===== src/hdl/stable_sorted_priority_queue_unit_assert.svh =====
// Assertion macros for the sorted priority queue unit.
// No dependencies; included by modules that carry checks.
`ifndef STABLE_SORTED_PRIORITY_QUEUE_UNIT_ASSERT_SVH
`define STABLE_SORTED_PRIORITY_QUEUE_UNIT_ASSERT_SVH
`ifndef SYNTH
`define SSPQ_ASSERT(lbl, clk, rst_n, prop) \
	lbl: assert property (@(posedge clk) disable iff (!rst_n) prop) \
		else $error("sspq assertion failed");
`define SSPQ_NEVER(lbl, clk, rst_n, expr) \
	lbl: assert property (@(posedge clk) disable iff (!rst_n) !(expr)) \
		else $error("sspq forbidden condition");
`else
`define SSPQ_ASSERT(lbl, clk, rst_n, prop)
`define SSPQ_NEVER(lbl, clk, rst_n, expr)
`endif
`endif


===== src/hdl/sspq_pkg.sv =====
// Shared types and constants for the sorted priority queue unit.
// No dependencies.
package sspq_pkg;

	localparam int QUEUE_DEPTH   = 16;
	localparam int PRIORITY_BITS = 16;
	localparam int PAYLOAD_BITS  = 32;
	localparam int TYPE_BITS     = 8;
	localparam int COUNT_BITS    = $clog2(QUEUE_DEPTH + 1);

	localparam logic [1:0] OP_INSERT = 2'd0;
	localparam logic [1:0] OP_REMOVE = 2'd1;
	localparam logic [1:0] OP_CLEAR  = 2'd2;

	typedef struct packed {
		logic [PRIORITY_BITS-1:0] prio;
		logic [TYPE_BITS-1:0]     tag;
		logic [PAYLOAD_BITS-1:0]  pay;
	} entry_t;

	// Broadcast to every cell of the chain.
	typedef struct packed {
		logic   ins;
		logic   rem;
		entry_t new_entry;
	} cell_cmd_t;

endpackage


===== src/hdl/sspq_cell.sv =====
// One slot of the sorted chain: holds an entry, keeps it, takes the new
// entry or shifts from a neighbor. Depends on sspq_pkg.
module sspq_cell (
	input  logic               clk,
	input  sspq_pkg::cell_cmd_t cmd,
	input  logic               occupied,
	input  sspq_pkg::entry_t   left_entry,
	input  logic               left_keep,
	input  sspq_pkg::entry_t   right_entry,
	output sspq_pkg::entry_t   entry,
	output logic               keep
);
	import sspq_pkg::*;

	entry_t entry_q;

	// Equal priority stays ahead of the new item: keeps the order stable.
	assign keep  = occupied && (entry_q.prio >= cmd.new_entry.prio);
	assign entry = entry_q;

	always_ff @(posedge clk) begin
		priority if (cmd.ins) begin
			if (!keep) begin
				entry_q <= left_keep ? cmd.new_entry : left_entry;
			end
		end else if (cmd.rem) begin
			entry_q <= right_entry;
		end
	end

endmodule


===== src/hdl/stable_sorted_priority_queue_unit.sv =====
// Top level of the stable sorted priority queue: cell chain, fill count and
// result register. Depends on sspq_pkg, sspq_cell and the assert header.
//
// Every command (insert, remove, clear) is taken when start is high and its
// result appears on the next cycle with done high for exactly that cycle;
// busy never rises, so a new command may follow every cycle. The queue is a
// chain of QUEUE_DEPTH cells ordered by descending priority; all cells
// compare the new priority at once and shift in one step at any depth.
// entry_count and is_empty show the fill after the command. Results cannot be
// held off and must be captured while done is high.
`include "stable_sorted_priority_queue_unit_assert.svh"

module stable_sorted_priority_queue_unit (
	input  logic                               clk,
	input  logic                               arst_n,
	input  logic                               start,
	output logic                               busy,
	input  logic [1:0]                         op,
	input  logic [sspq_pkg::PRIORITY_BITS-1:0] priority_req,
	input  logic [sspq_pkg::TYPE_BITS-1:0]     item_type,
	input  logic [sspq_pkg::PAYLOAD_BITS-1:0]  payload,
	output logic                               done,
	output logic                               ok,
	output logic [sspq_pkg::PRIORITY_BITS-1:0] out_priority,
	output logic [sspq_pkg::TYPE_BITS-1:0]     out_type,
	output logic [sspq_pkg::PAYLOAD_BITS-1:0]  out_payload,
	output logic                               is_empty,
	output logic [sspq_pkg::COUNT_BITS-1:0]    entry_count
);
	import sspq_pkg::*;

	logic [COUNT_BITS-1:0]  count_q;
	logic                   done_q;
	logic                   ok_q;
	entry_t                 head_q;
	cell_cmd_t              cmd;
	entry_t                 cell_entry [QUEUE_DEPTH];
	logic [QUEUE_DEPTH-1:0] cell_keep;
	logic                   full;
	logic                   do_ins;
	logic                   do_rem;
	logic                   do_clr;

	assign busy = 1'b0;

	assign full   = (count_q == COUNT_BITS'(QUEUE_DEPTH));
	assign do_ins = start && (op == OP_INSERT) && (payload != '0) && !full;
	assign do_rem = start && (op == OP_REMOVE) && (count_q != '0);
	assign do_clr = start && (op == OP_CLEAR);

	assign cmd.ins            = do_ins;
	assign cmd.rem            = do_rem;
	assign cmd.new_entry.prio = priority_req;
	assign cmd.new_entry.tag  = item_type;
	assign cmd.new_entry.pay  = payload;

	for (genvar i = 0; i < QUEUE_DEPTH; i++) begin : g_cell
		entry_t left_e;
		entry_t right_e;
		logic   left_k;
		logic   occ;

		if (i == 0) begin : g_head
			assign left_e = cell_entry[0];
			assign left_k = 1'b1;
		end else begin : g_body
			assign left_e = cell_entry[i-1];
			assign left_k = cell_keep[i-1];
		end

		if (i == QUEUE_DEPTH - 1) begin : g_tail
			assign right_e = cell_entry[i];
		end else begin : g_inner
			assign right_e = cell_entry[i+1];
		end

		assign occ = (COUNT_BITS'(i) < count_q);

		sspq_cell u_cell (
			.clk         (clk),
			.cmd         (cmd),
			.occupied    (occ),
			.left_entry  (left_e),
			.left_keep   (left_k),
			.right_entry (right_e),
			.entry       (cell_entry[i]),
			.keep        (cell_keep[i])
		);
	end

	always_ff @(posedge clk or negedge arst_n) begin
		if (!arst_n) begin
			count_q <= '0;
			done_q  <= 1'b0;
			ok_q    <= 1'b0;
		end else begin
			done_q <= start;
			ok_q   <= do_ins || do_rem || do_clr;
			priority if (do_clr) begin
				count_q <= '0;
			end else if (do_ins) begin
				count_q <= count_q + 1'b1;
			end else if (do_rem) begin
				count_q <= count_q - 1'b1;
			end
		end
	end

	// Head fields are zero unless the item was a successful remove.
	always_ff @(posedge clk) begin
		head_q <= do_rem ? cell_entry[0] : '0;
	end

	assign done         = done_q;
	assign ok           = ok_q;
	assign out_priority = head_q.prio;
	assign out_type     = head_q.tag;
	assign out_payload  = head_q.pay;
	assign entry_count  = count_q;
	assign is_empty     = (count_q == '0);

	`SSPQ_NEVER(a_count_bound, clk, arst_n, count_q > COUNT_BITS'(QUEUE_DEPTH))
	`SSPQ_ASSERT(a_one_result, clk, arst_n, start |=> done)
	`SSPQ_ASSERT(a_zero_pay_rej, clk, arst_n, (start && op == OP_INSERT && payload == '0) |=> !ok)
	`SSPQ_ASSERT(a_rem_count, clk, arst_n, (start && op == OP_REMOVE && count_q != '0) |=> (ok && entry_count == COUNT_BITS'($past(count_q) - 1'b1)))
	`SSPQ_ASSERT(a_full_rej, clk, arst_n, (start && op == OP_INSERT && full) |=> (!ok && entry_count == COUNT_BITS'(QUEUE_DEPTH)))

endmodule

===== config.mk =====
export PLATFORM = sky130hd
export DESIGN_NAME = stable_sorted_priority_queue_unit
export DESIGN_NICKNAME = d
export VERILOG_FILES = /design/src/hdl/sspq_pkg.sv /design/src/hdl/sspq_cell.sv /design/src/hdl/stable_sorted_priority_queue_unit.sv
export VERILOG_INCLUDE_DIRS = /design/src /design/src/hdl
export SDC_FILE = /design/constraint.sdc
export NUM_CORES = 2
export LEC_CHECK = 0
export BUFFER_PORTS_ARGS = -buffer_cell sky130_fd_sc_hd__buf_2
export CORE_UTILIZATION = 30
export CTS_BUF_LIST = sky130_fd_sc_hd__clkbuf_4 sky130_fd_sc_hd__clkbuf_8 sky130_fd_sc_hd__clkbuf_16
export CTS_CLUSTER_DIAMETER = 100
export DETAILED_ROUTE_END_ITERATION = 7
export GPL_TIMING_DRIVEN = 0
export HOLD_SLACK_MARGIN = 0.12
export PLACE_DENSITY_LB_ADDON = 0.25
export SLEW_MARGIN = 30
export SYNTH_ARGS = -nofsm -noshare
export SYNTH_HDL_FRONTEND = slang
export SYNTH_SLANG_ARGS = --single-unit

===== constraint.sdc =====
create_clock -name clk -period 7.8 [get_ports clk]
set_clock_uncertainty 0.15 [all_clocks]
set_input_delay 1.17 -clock clk [delete_from_list [all_inputs] [get_ports clk]]
set_output_delay 1.17 -clock clk [all_outputs]
set_load 0.005 [all_outputs]

==> results.md <==
* Placed Instances at 7,522
* Starting Density at 30.3%
* Via Count at 45,000
* Seq/Total Area, Yosys at 53.5%
* Max incr delay on CP at 0.86 ns
* Hold Fails Final Rpt at 0
* TritonCTS Buffers at 110
* Post-Syn Area at 52,700 µm²
* Final routed DRC violation total at 0
* Max-cap violation count at 0
* Final Core Density at 34.9%
* Avg Inst Size Synth at 10.4 µm²
* Critical Path AT at 6.93 ns
* Largest net degree at the start of global routing at 39
* Post-route cell area at 60,700 µm²
* Initial DRC count at 5,662
* CP cell instances: clkbuf_1, inv_1, ha_1, a21o_1, a211oi_1, or3_1, a311oi_1, or3_1, buf_2, buf_1, o211ai_1, buf_2, buf_2, buf_2, buf_2, buf_2
* Fin. max-slew vios at 0
* WHS at 0.328 ns
* Post-DP Area at 57,100 µm²
* Finished Layout Cells at 7,734
* Setup crit start kind: primary input
* CTS Buffer Depth at 3
* Vias in the first global route at 44,100
* Core box area at 174,000 µm²
* I/O Buffers at 69
* Setup violations, final at 0
* Synth-to-Final Area Change at 15.2%
* DRT Pass-1 Iters at 7
* Final wirelength at 224,000 µm
* YS warnings at 0
* DR WL/cell at 28.9 µm
* Predominant post-synthesis flop cell: edfxtp_1
* VDD IR max at 0.000178 V
* Grt ovf at 0
* PD cells at 304 nW/µm²
* CTS root buf: clkbuf_16
* Syn Nets at 5,399
* Synth unique cells at 60
* Die Height at 421 µm
* Die area at 177,000 µm²
* Post-synth EDFFs at 896
* Initial antenna violation count at 17
* Fin crit period at 6.55 ns
* Highest clock rate at 0.153 GHz
* Vias per inst at 5.82
* Site row count at 153
* Global-route wire length before repair at 319,000 µm
* Max_slew headroom at 25.9%
* Crit-path max FO at 17
* Slew @ Worst Pin at 1.10 ns
* Largest area contributor in the netlist: edfxtp_1
* Die Wd at 421 µm
* Area share of the largest cell type after synthesis at 51.0%
* Antenna-violating nets left at 0
* Post-Synthesis Cells at 5,079
* Most common cell after layout, fill and taps aside: edfxtp_1
* HP Class: reg2reg
* Cell mode on critical path: buf_2
* Commonest cells after routing, fill and taps aside: edfxtp_1, nand2_1, nor2_1, a21oi_1, o21ai_0
* CTS tree: built
* Setup CP Type: in2reg
* Crit end category: flip-flop
* Fill count at 17,800
* Fin crit share at 84.0%
* Dpl hpwl at 167,000 µm
* Clock transition at path regs at 0.06 ns
* Worst EP required at 8.17 ns
* I/O pins at 126
* Crit-path slowest cell: a311oi_1
* GP Congestion at 0.978
* Ranking of synthesized cells by area: edfxtp_1, ha_1, nand2_1
* Post-synth ARST share at 0.730%
* Total track usage at 24.4%
* Synth Register Bits at 959
* Share of layout cells above drive strength 1 at 13.2%
* Sink Count at 959
* CTS H-tree depth at 3
* Lkg Pwr at 22.3 nW
* Status: finished, final reports clean
* Layout Nets at 5,630
* Clock Latency Late Sink at 0.79 ns
* RSZ-0062 raised after global routing: no
## where the power goes
| group | switching, mW | leakage [nW] | internal [mW] |
|---|---|---|---|
| Clock | 2.38 | 1.81 | 2.96 |
| Combinational | 3.98 | 11.7 | 1.82 |
| Sequential | 0.528 | 8.84 | 6.82 |
## logic make-up after synthesis
group                      share of synthesized area (%)
and+or+nand+nor                                     13.4
AOI/OAI and AO/OA                                   17.9
DFF                                                 53.5
buffers and inverters                               4.39
adders and majority gates                           6.15
muxes                                               4.65
other                                            0.00711
xor gates and xnor gates                          0.0166
## flip-flops by register name (all words and copies together), names as in the netlist
name	count
done	1
entry_count	5
g_cell.u_cell.entry	896
ok	1
out_payload	32
out_priority	16
out_type	8
## layer usage
layer	global-route usage (%)	share of wire (%)	wire, µm	vias to the layer above
li1	-	-	-	19600
met1	33.0	42	93100	22600
met2	37.8	44	99400	2448
met3	4.17	8.9	20000	404
met4	11.8	4.9	11000	4
met5	0	0.0098	22	-
## synth_stat cells (all sizes together) (4+ instances only)
library cell,instances
a2111oi,5
a211oi,73
a21o,26
a21oi,424
a31oi,50
a41oi,6
and2,56
and4,4
buf,260
clkbuf,240
dfrtp,7
dfxtp,56
edfxtp,896
ha,259
inv,38
mux2,56
mux2i,182
nand2,639
nand2b,121
nand3,99
nand4,24
nor2,450
nor2b,7
nor3,184
nor3b,5
nor4,10
o211ai,91
o21ai,319
o221a,168
o22ai,281
o31ai,5
or2,4
or3,4
## final cells by class
cell class,count,area (µm²),share of cell area (%)
tap,2325,2910,4.79
sequential,959,28200,46.5
multi-input combinational,3582,22400,36.9
clock buffer,148,3130,5.15
buffer,500,2200,3.62
antenna,4,10.0,0.0165
clock inverter,59,472,0.777
timing repair buffer,119,1270,2.10
inverter,38,143,0.235
## per-stage QoR
| step | TNS [ns] | power (mW) | worst slack [ns] |
|---|---|---|---|
| 4_1_cts | 0 | 18.3 | 1.43 |
| 3_3_place_gp | -1759.81 | 12.8 | -5.30 |
| 5_1_grt | 0 | 19.1 | 1.26 |
| 3_5_place_dp | 0 | 13.1 | 0.645 |
| 6_report | 0 | 18.5 | 1.25 |
| 2_1_floorplan | 0 | 10.6 | 1.33 |
## final timing paths
path | start | end | slack, ns | cells after the start
min | g_cell[0].u_cell.entry[13] | out_payload[13] | 0.33 | 1
min reg2reg | g_cell[0].u_cell.entry[13] | out_payload[13] | 0.33 | 1
max in group asynchronous | arst_n | entry_count[1] | 6.61 | 2
max reg2reg | g_cell[10].u_cell.entry[40] | g_cell[10].u_cell.entry[17] | 2.33 | 16
min in group asynchronous | arst_n | ok | 0.66 | 2
max | priority_req[1] | g_cell[10].u_cell.entry[17] | 1.25 | 16
## repair_timing
action / 4_1_cts / 5_1_grt
endpoints found under the hold margin: 7 / 0
gates resized for setup: 0 / 0
setup buffers: 0 / 0
hold buffers: 1 / 0
## critical path: cells and delay by family
| family | cells | cell delay, ns |
|---|---|---|
| adder cells (fa/ha/maj) | 1 | 0.47 |
| AND/OR/NAND/NOR | 2 | 0.66 |
| buffers and inverters | 9 | 3.09 |
| AO/OA/AOI/OAI | 4 | 1.46 |
(Power assumes the default switching activity.)
